<file path="src/hw/rtl/iucrc_pkg.sv">
// shared constants and codes for the image update receiver
package iucrc_pkg;

  // request function codes
  localparam logic [2:0] FN_BEGIN      = 3'd0;
  localparam logic [2:0] FN_END        = 3'd1;
  localparam logic [2:0] FN_ABORT      = 3'd2;
  localparam logic [2:0] FN_HEADER     = 3'd3;
  localparam logic [2:0] FN_DATA       = 3'd4;
  localparam logic [2:0] FN_DISCONNECT = 3'd5;
  localparam logic [2:0] FN_TICK       = 3'd6;

  // phase and error codes
  localparam logic [3:0] PH_IDLE  = 4'd0;
  localparam logic [3:0] PH_RECV  = 4'd1;
  localparam logic [3:0] PH_DONE  = 4'd2;
  localparam logic [3:0] ER_BEGIN = 4'd3;
  localparam logic [3:0] ER_SEQ   = 4'd4;
  localparam logic [3:0] ER_WRITE = 4'd5;
  localparam logic [3:0] ER_CRC   = 4'd6;
  localparam logic [3:0] ER_SIZE  = 4'd7;
  localparam logic [3:0] ER_END   = 4'd8;
  localparam logic [3:0] ER_NONE  = 4'd0;

  localparam logic [31:0] CRC_POLY = 32'hEDB8_8320;
  localparam logic [31:0] CRC_ONES = 32'hFFFF_FFFF;

  localparam logic [15:0] REBOOT_DELAY_RESET = 16'd1500;
  localparam int unsigned MAX_CHUNK_DEFAULT  = 512;

endpackage

</file>
<file path="src/hw/rtl/iucrc_if.sv">
// valid/ready channel interfaces for requests, results and configuration
interface iucrc_in_if;
  logic        valid;
  logic        ready;
  logic [2:0]  func;
  logic [7:0]  payload_byte;
  logic [9:0]  chunk_length;
  logic [31:0] image_size;
  logic [31:0] expected_crc;
  logic        begin_well_formed;
  logic        storage_ok;

  modport source (output valid, func, payload_byte, chunk_length, image_size,
                  expected_crc, begin_well_formed, storage_ok, input ready);
  modport sink (input valid, func, payload_byte, chunk_length, image_size,
                expected_crc, begin_well_formed, storage_ok, output ready);
endinterface

interface iucrc_out_if;
  logic        valid;
  logic        ready;
  logic [3:0]  phase;
  logic [3:0]  error_code;
  logic [31:0] received_count;
  logic        notify;
  logic        active;
  logic        reboot_request;

  modport source (output valid, phase, error_code, received_count, notify, active,
                  reboot_request, input ready);
  modport sink (input valid, phase, error_code, received_count, notify, active,
                reboot_request, output ready);
endinterface

interface iucrc_cfg_if;
  logic        valid;
  logic        ready;
  logic [15:0] data;

  modport source (output valid, data, input ready);
  modport sink (input valid, data, output ready);
endinterface

</file>
<file path="src/hw/rtl/iucrc_crc_byte.sv">
// reflected crc-32 update by one byte, eight bit steps unrolled
module iucrc_crc_byte (
  input  logic [31:0] crc_in,
  input  logic [7:0]  data,
  output logic [31:0] crc_out
);

  always_comb begin
    logic [31:0] c;
    c = crc_in ^ {24'd0, data};
    for (int k = 0; k < 8; k++) begin
      c = (c >> 1) ^ (c[0] ? iucrc_pkg::CRC_POLY : 32'd0);
    end
    crc_out = c;
  end

endmodule

</file>
<file path="src/hw/rtl/image_update_receiver_crc32.sv">
// image update receiver: request register, registered state update, result register
// a request waits in the request register, and its result is then registered in the result register
// throughput: one request per cycle while the result is not stalled; the byte-wide crc step sets the critical path
// reset (rst, synchronous): idle phase, counters clear, crc all ones, delay 1500
// a stalled result holds the update stage; the request register keeps taking input
// only while its own slot is free or moving on
module image_update_receiver_crc32 #(
  parameter int unsigned MAX_CHUNK = iucrc_pkg::MAX_CHUNK_DEFAULT
) (
  input  logic         clk,
  input  logic         rst,
  iucrc_in_if.sink     in_ch,
  iucrc_out_if.source  out_ch,
  iucrc_cfg_if.sink    cfg_ch
);

  // chunk length field is 10 bits, so a chunk never exceeds 1023 bytes either
  localparam int unsigned CHUNK_CAP = (MAX_CHUNK < 1023) ? MAX_CHUNK : 1023;
  localparam int unsigned CW        = $clog2(CHUNK_CAP + 1);

  // ---------------- configuration ----------------
  logic [15:0] reboot_delay;

  assign cfg_ch.ready = 1'b1;

  always_ff @(posedge clk) begin
    if (rst) begin
      reboot_delay <= iucrc_pkg::REBOOT_DELAY_RESET;
    end else if (cfg_ch.valid) begin
      reboot_delay <= cfg_ch.data;
    end
  end

  // ---------------- request register ----------------
  logic        req_valid;
  logic [2:0]  req_func;
  logic [7:0]  req_byte;
  logic [9:0]  req_clen;
  logic [31:0] req_size;
  logic [31:0] req_crc;
  logic        req_wf;
  logic        req_ok;

  logic        step;       // request in register is processed this cycle
  logic        res_free;

  assign res_free    = !out_ch.valid || out_ch.ready;
  assign step        = req_valid && res_free;
  assign in_ch.ready = !req_valid || res_free;

  always_ff @(posedge clk) begin
    if (rst) begin
      req_valid <= 1'b0;
    end else if (in_ch.ready) begin
      req_valid <= in_ch.valid;
    end
  end

  // payload needs no reset
  always_ff @(posedge clk) begin
    if (in_ch.ready && in_ch.valid) begin
      req_func <= in_ch.func;
      req_byte <= in_ch.payload_byte;
      req_clen <= in_ch.chunk_length;
      req_size <= in_ch.image_size;
      req_crc  <= in_ch.expected_crc;
      req_wf   <= in_ch.begin_well_formed;
      req_ok   <= in_ch.storage_ok;
    end
  end

  // ---------------- receiver state ----------------
  logic [3:0]    phase_reg, phase_reg_next;
  logic [3:0]    error_reg, error_reg_next;
  logic [31:0]   size_reg, size_reg_next;
  logic [31:0]   target_crc, target_crc_next;
  logic [31:0]   byte_count, byte_count_next;
  logic [31:0]   running_crc, running_crc_next;
  logic [CW-1:0] chunk_remaining, chunk_remaining_next;
  logic [15:0]   reboot_countdown, reboot_countdown_next;
  logic          reboot_pending, reboot_pending_next;
  logic          notify_next;
  logic          pulse_next;

  logic [31:0] crc_stepped;
  logic [32:0] count_plus_len;
  logic        chunk_too_long;

  iucrc_crc_byte u_crc (
    .crc_in  (running_crc),
    .data    (req_byte),
    .crc_out (crc_stepped)
  );

  assign count_plus_len = {1'b0, byte_count} + {23'd0, req_clen};
  assign chunk_too_long = {22'd0, req_clen} > 32'(MAX_CHUNK);

  always_comb begin
    phase_reg_next        = phase_reg;
    error_reg_next        = error_reg;
    size_reg_next         = size_reg;
    target_crc_next       = target_crc;
    byte_count_next       = byte_count;
    running_crc_next      = running_crc;
    chunk_remaining_next  = chunk_remaining;
    reboot_countdown_next = reboot_countdown;
    reboot_pending_next   = reboot_pending;
    notify_next           = 1'b0;
    pulse_next            = 1'b0;

    case (req_func)
      iucrc_pkg::FN_BEGIN: begin
        notify_next           = 1'b1;
        reboot_pending_next   = 1'b0;
        reboot_countdown_next = 16'd0;
        chunk_remaining_next  = '0;
        if (!req_wf || !req_ok) begin
          phase_reg_next = iucrc_pkg::ER_BEGIN;
          error_reg_next = iucrc_pkg::ER_BEGIN;
        end else begin
          size_reg_next    = req_size;
          target_crc_next  = req_crc;
          byte_count_next  = 32'd0;
          running_crc_next = iucrc_pkg::CRC_ONES;
          error_reg_next   = iucrc_pkg::ER_NONE;
          phase_reg_next   = iucrc_pkg::PH_RECV;
        end
      end
      iucrc_pkg::FN_END: begin
        if (phase_reg == iucrc_pkg::PH_RECV) begin
          notify_next          = 1'b1;
          chunk_remaining_next = '0;
          if (byte_count != size_reg) begin
            phase_reg_next        = iucrc_pkg::ER_SIZE;
            error_reg_next        = iucrc_pkg::ER_SIZE;
            reboot_pending_next   = 1'b0;
            reboot_countdown_next = 16'd0;
          end else if (target_crc != 32'd0 &&
                       (running_crc ^ iucrc_pkg::CRC_ONES) != target_crc) begin
            phase_reg_next        = iucrc_pkg::ER_CRC;
            error_reg_next        = iucrc_pkg::ER_CRC;
            reboot_pending_next   = 1'b0;
            reboot_countdown_next = 16'd0;
          end else if (!req_ok) begin
            phase_reg_next        = iucrc_pkg::ER_END;
            error_reg_next        = iucrc_pkg::ER_END;
            reboot_pending_next   = 1'b0;
            reboot_countdown_next = 16'd0;
          end else begin
            phase_reg_next        = iucrc_pkg::PH_DONE;
            error_reg_next        = iucrc_pkg::ER_NONE;
            reboot_pending_next   = 1'b1;
            reboot_countdown_next = reboot_delay;
          end
        end
      end
      iucrc_pkg::FN_ABORT: begin
        notify_next           = 1'b1;
        phase_reg_next        = iucrc_pkg::PH_IDLE;
        error_reg_next        = iucrc_pkg::ER_NONE;
        byte_count_next       = 32'd0;
        reboot_pending_next   = 1'b0;
        reboot_countdown_next = 16'd0;
        chunk_remaining_next  = '0;
      end
      iucrc_pkg::FN_HEADER: begin
        // any partly received chunk is dropped
        chunk_remaining_next = '0;
        if (phase_reg != iucrc_pkg::PH_RECV) begin
          notify_next           = 1'b1;
          phase_reg_next        = iucrc_pkg::ER_SEQ;
          error_reg_next        = iucrc_pkg::ER_SEQ;
          reboot_pending_next   = 1'b0;
          reboot_countdown_next = 16'd0;
        end else if (req_clen != 10'd0) begin
          if (chunk_too_long || count_plus_len > {1'b0, size_reg}) begin
            notify_next    = 1'b1;
            phase_reg_next = iucrc_pkg::ER_SIZE;
            error_reg_next = iucrc_pkg::ER_SIZE;
            reboot_pending_next   = 1'b0;
            reboot_countdown_next = 16'd0;
          end else if (!req_ok) begin
            notify_next    = 1'b1;
            phase_reg_next = iucrc_pkg::ER_WRITE;
            error_reg_next = iucrc_pkg::ER_WRITE;
            reboot_pending_next   = 1'b0;
            reboot_countdown_next = 16'd0;
          end else begin
            chunk_remaining_next = CW'(req_clen);
          end
        end
      end
      iucrc_pkg::FN_DATA: begin
        if (phase_reg == iucrc_pkg::PH_RECV && chunk_remaining != '0) begin
          running_crc_next     = crc_stepped;
          byte_count_next      = byte_count + 32'd1;
          chunk_remaining_next = chunk_remaining - CW'(1);
        end
      end
      iucrc_pkg::FN_DISCONNECT: begin
        if (phase_reg == iucrc_pkg::PH_RECV) begin
          notify_next           = 1'b1;
          phase_reg_next        = iucrc_pkg::PH_IDLE;
          error_reg_next        = iucrc_pkg::ER_NONE;
          byte_count_next       = 32'd0;
          reboot_pending_next   = 1'b0;
          reboot_countdown_next = 16'd0;
          chunk_remaining_next  = '0;
        end
      end
      iucrc_pkg::FN_TICK: begin
        if (phase_reg == iucrc_pkg::PH_DONE && reboot_pending) begin
          // a delay of zero behaves like one tick
          if (reboot_countdown <= 16'd1) begin
            reboot_countdown_next = 16'd0;
            reboot_pending_next   = 1'b0;
            pulse_next            = 1'b1;
          end else begin
            reboot_countdown_next = reboot_countdown - 16'd1;
          end
        end
      end
      default: begin
        // unused function code: no change, quiet result
      end
    endcase
  end

  always_ff @(posedge clk) begin
    if (rst) begin
      phase_reg        <= iucrc_pkg::PH_IDLE;
      error_reg        <= iucrc_pkg::ER_NONE;
      size_reg         <= 32'd0;
      target_crc       <= 32'd0;
      byte_count       <= 32'd0;
      running_crc      <= iucrc_pkg::CRC_ONES;
      chunk_remaining  <= '0;
      reboot_countdown <= 16'd0;
      reboot_pending   <= 1'b0;
    end else if (step) begin
      phase_reg        <= phase_reg_next;
      error_reg        <= error_reg_next;
      size_reg         <= size_reg_next;
      target_crc       <= target_crc_next;
      byte_count       <= byte_count_next;
      running_crc      <= running_crc_next;
      chunk_remaining  <= chunk_remaining_next;
      reboot_countdown <= reboot_countdown_next;
      reboot_pending   <= reboot_pending_next;
    end
  end

  // ---------------- result register ----------------
  logic res_valid;

  assign out_ch.valid = res_valid;

  always_ff @(posedge clk) begin
    if (rst) begin
      res_valid <= 1'b0;
    end else if (res_free) begin
      res_valid <= req_valid;
    end
  end

  always_ff @(posedge clk) begin
    if (step) begin
      out_ch.phase          <= phase_reg_next;
      out_ch.error_code     <= error_reg_next;
      out_ch.received_count <= byte_count_next;
      out_ch.notify         <= notify_next;
      out_ch.active         <= (phase_reg_next == iucrc_pkg::PH_RECV) ||
                               (phase_reg_next == iucrc_pkg::PH_DONE && reboot_pending_next);
      out_ch.reboot_request <= pulse_next;
    end
  end

endmodule
</file>
<file path="src/flat_wrapper.sv">
// flat-port wrapper written by rule: the top's interface ports become plain ports
module image_update_receiver_crc32_flat 
#(
  parameter int unsigned MAX_CHUNK = iucrc_pkg::MAX_CHUNK_DEFAULT
)
  (clk, rst, in_ch_valid, in_ch_func, in_ch_payload_byte, in_ch_chunk_length, in_ch_image_size, in_ch_expected_crc, in_ch_begin_well_formed, in_ch_storage_ok, in_ch_ready, out_ch_valid, out_ch_phase, out_ch_error_code, out_ch_received_count, out_ch_notify, out_ch_active, out_ch_reboot_request, out_ch_ready, cfg_ch_valid, cfg_ch_data, cfg_ch_ready);
  iucrc_in_if in_ch_i ();
  iucrc_out_if out_ch_i ();
  iucrc_cfg_if cfg_ch_i ();
  input  logic clk;
  input  logic rst;
  input wire logic [$bits(in_ch_i.valid)-1:0] in_ch_valid;
  input wire logic [$bits(in_ch_i.func)-1:0] in_ch_func;
  input wire logic [$bits(in_ch_i.payload_byte)-1:0] in_ch_payload_byte;
  input wire logic [$bits(in_ch_i.chunk_length)-1:0] in_ch_chunk_length;
  input wire logic [$bits(in_ch_i.image_size)-1:0] in_ch_image_size;
  input wire logic [$bits(in_ch_i.expected_crc)-1:0] in_ch_expected_crc;
  input wire logic [$bits(in_ch_i.begin_well_formed)-1:0] in_ch_begin_well_formed;
  input wire logic [$bits(in_ch_i.storage_ok)-1:0] in_ch_storage_ok;
  output wire logic [$bits(in_ch_i.ready)-1:0] in_ch_ready;
  output wire logic [$bits(out_ch_i.valid)-1:0] out_ch_valid;
  output wire logic [$bits(out_ch_i.phase)-1:0] out_ch_phase;
  output wire logic [$bits(out_ch_i.error_code)-1:0] out_ch_error_code;
  output wire logic [$bits(out_ch_i.received_count)-1:0] out_ch_received_count;
  output wire logic [$bits(out_ch_i.notify)-1:0] out_ch_notify;
  output wire logic [$bits(out_ch_i.active)-1:0] out_ch_active;
  output wire logic [$bits(out_ch_i.reboot_request)-1:0] out_ch_reboot_request;
  input wire logic [$bits(out_ch_i.ready)-1:0] out_ch_ready;
  input wire logic [$bits(cfg_ch_i.valid)-1:0] cfg_ch_valid;
  input wire logic [$bits(cfg_ch_i.data)-1:0] cfg_ch_data;
  output wire logic [$bits(cfg_ch_i.ready)-1:0] cfg_ch_ready;
  assign in_ch_i.valid = in_ch_valid;
  assign in_ch_i.func = in_ch_func;
  assign in_ch_i.payload_byte = in_ch_payload_byte;
  assign in_ch_i.chunk_length = in_ch_chunk_length;
  assign in_ch_i.image_size = in_ch_image_size;
  assign in_ch_i.expected_crc = in_ch_expected_crc;
  assign in_ch_i.begin_well_formed = in_ch_begin_well_formed;
  assign in_ch_i.storage_ok = in_ch_storage_ok;
  assign in_ch_ready = in_ch_i.ready;
  assign out_ch_valid = out_ch_i.valid;
  assign out_ch_phase = out_ch_i.phase;
  assign out_ch_error_code = out_ch_i.error_code;
  assign out_ch_received_count = out_ch_i.received_count;
  assign out_ch_notify = out_ch_i.notify;
  assign out_ch_active = out_ch_i.active;
  assign out_ch_reboot_request = out_ch_i.reboot_request;
  assign out_ch_i.ready = out_ch_ready;
  assign cfg_ch_i.valid = cfg_ch_valid;
  assign cfg_ch_i.data = cfg_ch_data;
  assign cfg_ch_ready = cfg_ch_i.ready;
  image_update_receiver_crc32 #(.MAX_CHUNK(MAX_CHUNK)) u_core (.clk(clk), .rst(rst), .in_ch(in_ch_i), .out_ch(out_ch_i), .cfg_ch(cfg_ch_i));
endmodule
</file>
<file path="config.mk">
export PLATFORM = sky130hd
export DESIGN_NAME = image_update_receiver_crc32_flat
export DESIGN_NICKNAME = d
export VERILOG_FILES = /design/src/hw/rtl/iucrc_pkg.sv /design/src/hw/rtl/iucrc_if.sv /design/src/hw/rtl/iucrc_crc_byte.sv /design/src/hw/rtl/image_update_receiver_crc32.sv /design/src/flat_wrapper.sv
export SDC_FILE = /design/constraint.sdc
export NUM_CORES = 1
export LEC_CHECK = 0
export BUFFER_PORTS_ARGS = -buffer_cell sky130_fd_sc_hd__buf_2
export CORE_MARGIN = 2
export CORE_UTILIZATION = 37
export CTS_BUF_LIST = sky130_fd_sc_hd__clkbuf_2 sky130_fd_sc_hd__clkbuf_4 sky130_fd_sc_hd__clkbuf_8
export CTS_CLUSTER_SIZE = 20
export DETAILED_ROUTE_END_ITERATION = 8
export PLACE_DENSITY = 0.52
export RECOVER_POWER = 100
export SLEW_MARGIN = 20
export SYNTH_ARGS = -nofsm -noshare
export SYNTH_HDL_FRONTEND = slang
export SYNTH_SLANG_ARGS = --single-unit
</file>
<file path="constraint.sdc">
create_clock -name clk -period 9.1 [get_ports clk]
set_input_delay 0 -clock clk [delete_from_list [all_inputs] [get_ports clk]]
set_output_delay 0 -clock clk [all_outputs]
set_load 0.02 [all_outputs]
</file>
==> impl_metrics.csv <==
group,metric,value,unit
status,run_status,"finished with violations",
status,violations,"max-capacitance violations, max-slew violations",
yosys,sequential_cell_area_fraction_in_the_yosys_report,47.3,%
timing,final.period_utilization,73.3,%
place,dp_hpwl,31900,um
yosys,synth-adder-area-share,3.75,%
clock_tree,cts-buffers-inserted,56,
timing,timing.final.crit_period,6.67,ns
yosys,largest_family_of_logic_cells_by_synthesized_area,"simple AND/OR/NAND/NOR gates",
routing,detail-route-antenna-nets,0,
timing,timing.setup.tns,0,ns
yosys,dominantRegCellSynth,"sky130_fd_sc_hd__dfxtp_1",
yosys,yosys.area_share.simple,18.6,%
finish,final_layout_size_suffix_gt1_share,10.2,%
routing,post_drt_wl_per_cell,18.1,um
yosys,fraction_of_synthesized_cell_area_in_xor_and_xnor_cells,9.80,%
die,ios,154,
grt,via_count_of_the_first_global_routing_pass,13000,
timing,fmaxAchievable,0.150,GHz
power_and_ir_drop,p_per_area,173,nW/um2
worst_setup_path,critPathMaxFanout,11,
yosys,synth_area_in_compound_gates,15.1,%
yosys,synth_top_area_share,24.6,%
clock_tree,cts_tree,"built",
grt,track_usage,20.7,%
yosys,synth-seq-cells,311,
timing,finalClockSkew,0.0364,ns
finish,n_antenna_cell,0,
yosys,post-synth-top-area-cell,"sky130_fd_sc_hd__edfxtp_1",
clock_tree,htree_num_levels,2,
timing,setup_viol,0,
grt,grt_start_max_net_pins,96,
grt,grt_pass1_wl,72600,um
die,floorplan.initialDensity,37.7,%
clock_tree,tritoncts_num_sinks,311,
yosys,postSynthNetCount,1874,
timing,worst_slew_margin_rel,-159,%
die,die_x,211,um
die,die_area,44600,um2
worst_setup_path,critical_path_class,"flip-flop to flip-flop",
power_and_ir_drop,totalPowerFinal,3.35,mW
worst_setup_path,regToRegSetupSlack,2.43,ns
place,gp_congestion,0.942,
yosys,synth.lib_cells_used.distinct,80,
timing,timing_worst_slew_pin_value,3.88,ns
worst_setup_path,timing.critical_path.arrival,7.18,ns
routing,firstDrtPassIters,5,
clock_tree,cts_setup_buffers,0,
yosys,yosysWarningCount,0,
yosys,netlist_instances,1719,
clock_tree,cts.reportedPaths.clkPinSlew,0.07,ns
run,maxCapViolations,10,
finish,area_growth,21.8,%
worst_setup_path,crit_end_element,"flip-flop",
min_path,hold_path.class,"input pin to flip-flop",
clock_tree,worst_skew_pair_latency,0.65,ns
power_and_ir_drop,leakagePower,7.06,nW
routing,drcViolationCount,0,
yosys,synthesized_area,15900,um2
grt,grt_antenna_before_repair,0,
timing,rsz_0062_raised_after_global_routing,"no",
yosys,synth-edff-count,130,
routing,drt_iter0_drc,889,
routing,dr_total_vias,13300,
finish,final_core_util,46.0,%
die,die_height,211,um
die,design.core.area,42100,um2
finish,final_nets,2124,
power_and_ir_drop,power.ir.vdd_worst,128,uV
clock_tree,cts_max_path_buffers,3,
routing,vias_per_cell,5.22,
finish,n_fill_cell,4118,
yosys,synth_async_sr_flop_share,0,%
die,rows,75,
clock_tree,clk_root_buffer_cell,"sky130_fd_sc_hd__clkbuf_8",
yosys,synth.mux.area_fraction,1.39,%
grt,global_route.overflow_total,0,
worst_setup_path,worst_setup_path_start_kind,"flip-flop",
yosys,postSynthAreaPerCell,9.25,um2
routing,routed_wl,46400,um
timing,finalHoldViolCount,0,
worst_setup_path,worstPathRequired,9.61,ns
place,count_of_port_buffers_added_during_placement,152,
yosys,synthTopCellsByArea,"sky130_fd_sc_hd__edfxtp_1 (25%), sky130_fd_sc_hd__dfxtp_1 (23%), sky130_fd_sc_hd__xnor2_1 (6.0%)",
timing,finalMaxSlewViolations,426,
layout make-up:
type | instances | area (um2) | area share, %
multi-input combinational | 1249 | 7660 | 39.5
sequential | 311 | 7530 | 38.9
timing repair buffer | 299 | 2080 | 10.7
clock buffer | 90 | 1090 | 5.65
tap | 539 | 674 | 3.48
inverter | 52 | 195 | 1.01
clock inverter | 16 | 140 | 0.723
critical path, stage by stage, from the launching register on:
cell,delay (ns)
sky130_fd_sc_hd__dfxtp_1,0.49
sky130_fd_sc_hd__ha_1,0.28
sky130_fd_sc_hd__a21o_1,0.15
sky130_fd_sc_hd__a21oi_1,0.22
sky130_fd_sc_hd__o21bai_1,0.09
sky130_fd_sc_hd__a21oi_1,0.29
sky130_fd_sc_hd__o21ai_0,0.14
sky130_fd_sc_hd__a31oi_1,0.27
sky130_fd_sc_hd__o21ai_0,0.14
sky130_fd_sc_hd__clkbuf_1,0.30
sky130_fd_sc_hd__and3_1,0.30
sky130_fd_sc_hd__xor2_1,0.15
sky130_fd_sc_hd__ha_1,0.30
sky130_fd_sc_hd__nand4_1,0.17
sky130_fd_sc_hd__and4bb_1,0.26
sky130_fd_sc_hd__a221oi_1,0.31
sky130_fd_sc_hd__o211ai_1,0.16
sky130_fd_sc_hd__o21a_1,0.24
sky130_fd_sc_hd__a2111oi_0,1.59
sky130_fd_sc_hd__a21o_1,0.32
sky130_fd_sc_hd__nor2_1,0.05
sky130_fd_sc_hd__a211oi_1,0.28
logic make-up after synthesis:
logic type	Yosys count
buffers and inverters	159
XOR/XNOR	177
flip-flops	311
adder cells (fa/ha/maj)	47
multiplexers	22
other	1
AO/OA/AOI/OAI	381
AND/OR/NAND/NOR	621
per-layer routing:
layer / track usage, % / part of all wire, % / up-vias
met3: 3.92 / 5.5 / 79
li1: - / - / 6603
met1: 30.7 / 50 / 6286
met2: 30.1 / 42 / 367
met5: 0 / 0 / -
met4: 7.24 / 2.6 / 0
worst paths after layout:
| kind | from | end | depth (start not counted) |
|---|---|---|---|
| max | u_core.byte_count[1] | u_core.reboot_pending | 21 |
| min | in_ch_expected_crc[21] | u_core.req_crc[21] | 2 |
| max reg2reg | u_core.byte_count[1] | u_core.reboot_pending | 21 |
| min reg2reg | u_core.target_crc[17] | u_core.target_crc[17] | 2 |
synth_stat cells (23+ instances only):
master,count
sky130_fd_sc_hd__nand2_1,249
sky130_fd_sc_hd__nor2_1,133
sky130_fd_sc_hd__nor4_1,23
sky130_fd_sc_hd__a21oi_1,161
sky130_fd_sc_hd__xnor2_1,109
sky130_fd_sc_hd__dfxtp_1,181
sky130_fd_sc_hd__nand4_1,47
sky130_fd_sc_hd__nand3_1,29
sky130_fd_sc_hd__ha_1,46
sky130_fd_sc_hd__inv_1,52
sky130_fd_sc_hd__o21ai_0,64
sky130_fd_sc_hd__xor2_1,67
sky130_fd_sc_hd__edfxtp_1,130
sky130_fd_sc_hd__clkbuf_1,78
sky130_fd_sc_hd__nor3_1,48
placed cells by master (no fill, tap or decap), drive strengths merged, types with 6 or more instances in the layout:
master	Yosys	routed
a21oi	161	161
and2	8	8
xor2	67	67
a221oi	6	6
a21o	11	11
ha	46	46
o2bb2ai	10	10
mux2i	21	21
nor2	134	134
a31oi	11	11
and3	11	11
clkbuf	79	168
nand2b	10	10
nand2	251	251
o21ai	67	67
and4	6	6
xnor2	110	110
dfxtp	181	181
nand3	29	29
clkinv	0	11
nor3	51	51
dlygate4sd3	0	134
inv	52	54
nor2b	22	22
a211oi	13	13
a211o	22	22
buf	28	87
nand4	47	47
o22ai	7	7
nor4	26	26
o21bai	18	18
edfxtp	130	130
o31ai	21	21
metrics by stage:
step | worst slack, ns | area [um2] | std cells | hold WS, ns
final | 2.43 | 19400 | 2556 | 0.0599
after global routing | 1.99 | 19400 | 2556 | 0.0205
after global placement | 3.74 | 17000 | 2316 | 0.177
after CTS | 3.59 | 19600 | 2556 | 0.00156
after floorplan | 4.40 | 15900 | 1719 | 0.0989
after detailed placement | 3.63 | 17000 | 2316 | 0.178
where the power goes:
group / internal [mW] / switching (mW)
registers: 1.51 / 0.0371
logic: 0.163 / 0.210
clock network: 0.822 / 0.608
total: 2.49 / 0.856
timing repair:
item	in CTS	in global routing
resized for setup	0	0
endpoints found under the hold margin	140	0
hold buffers	134	0
Note: power is estimated with default switching activity, not from simulation.
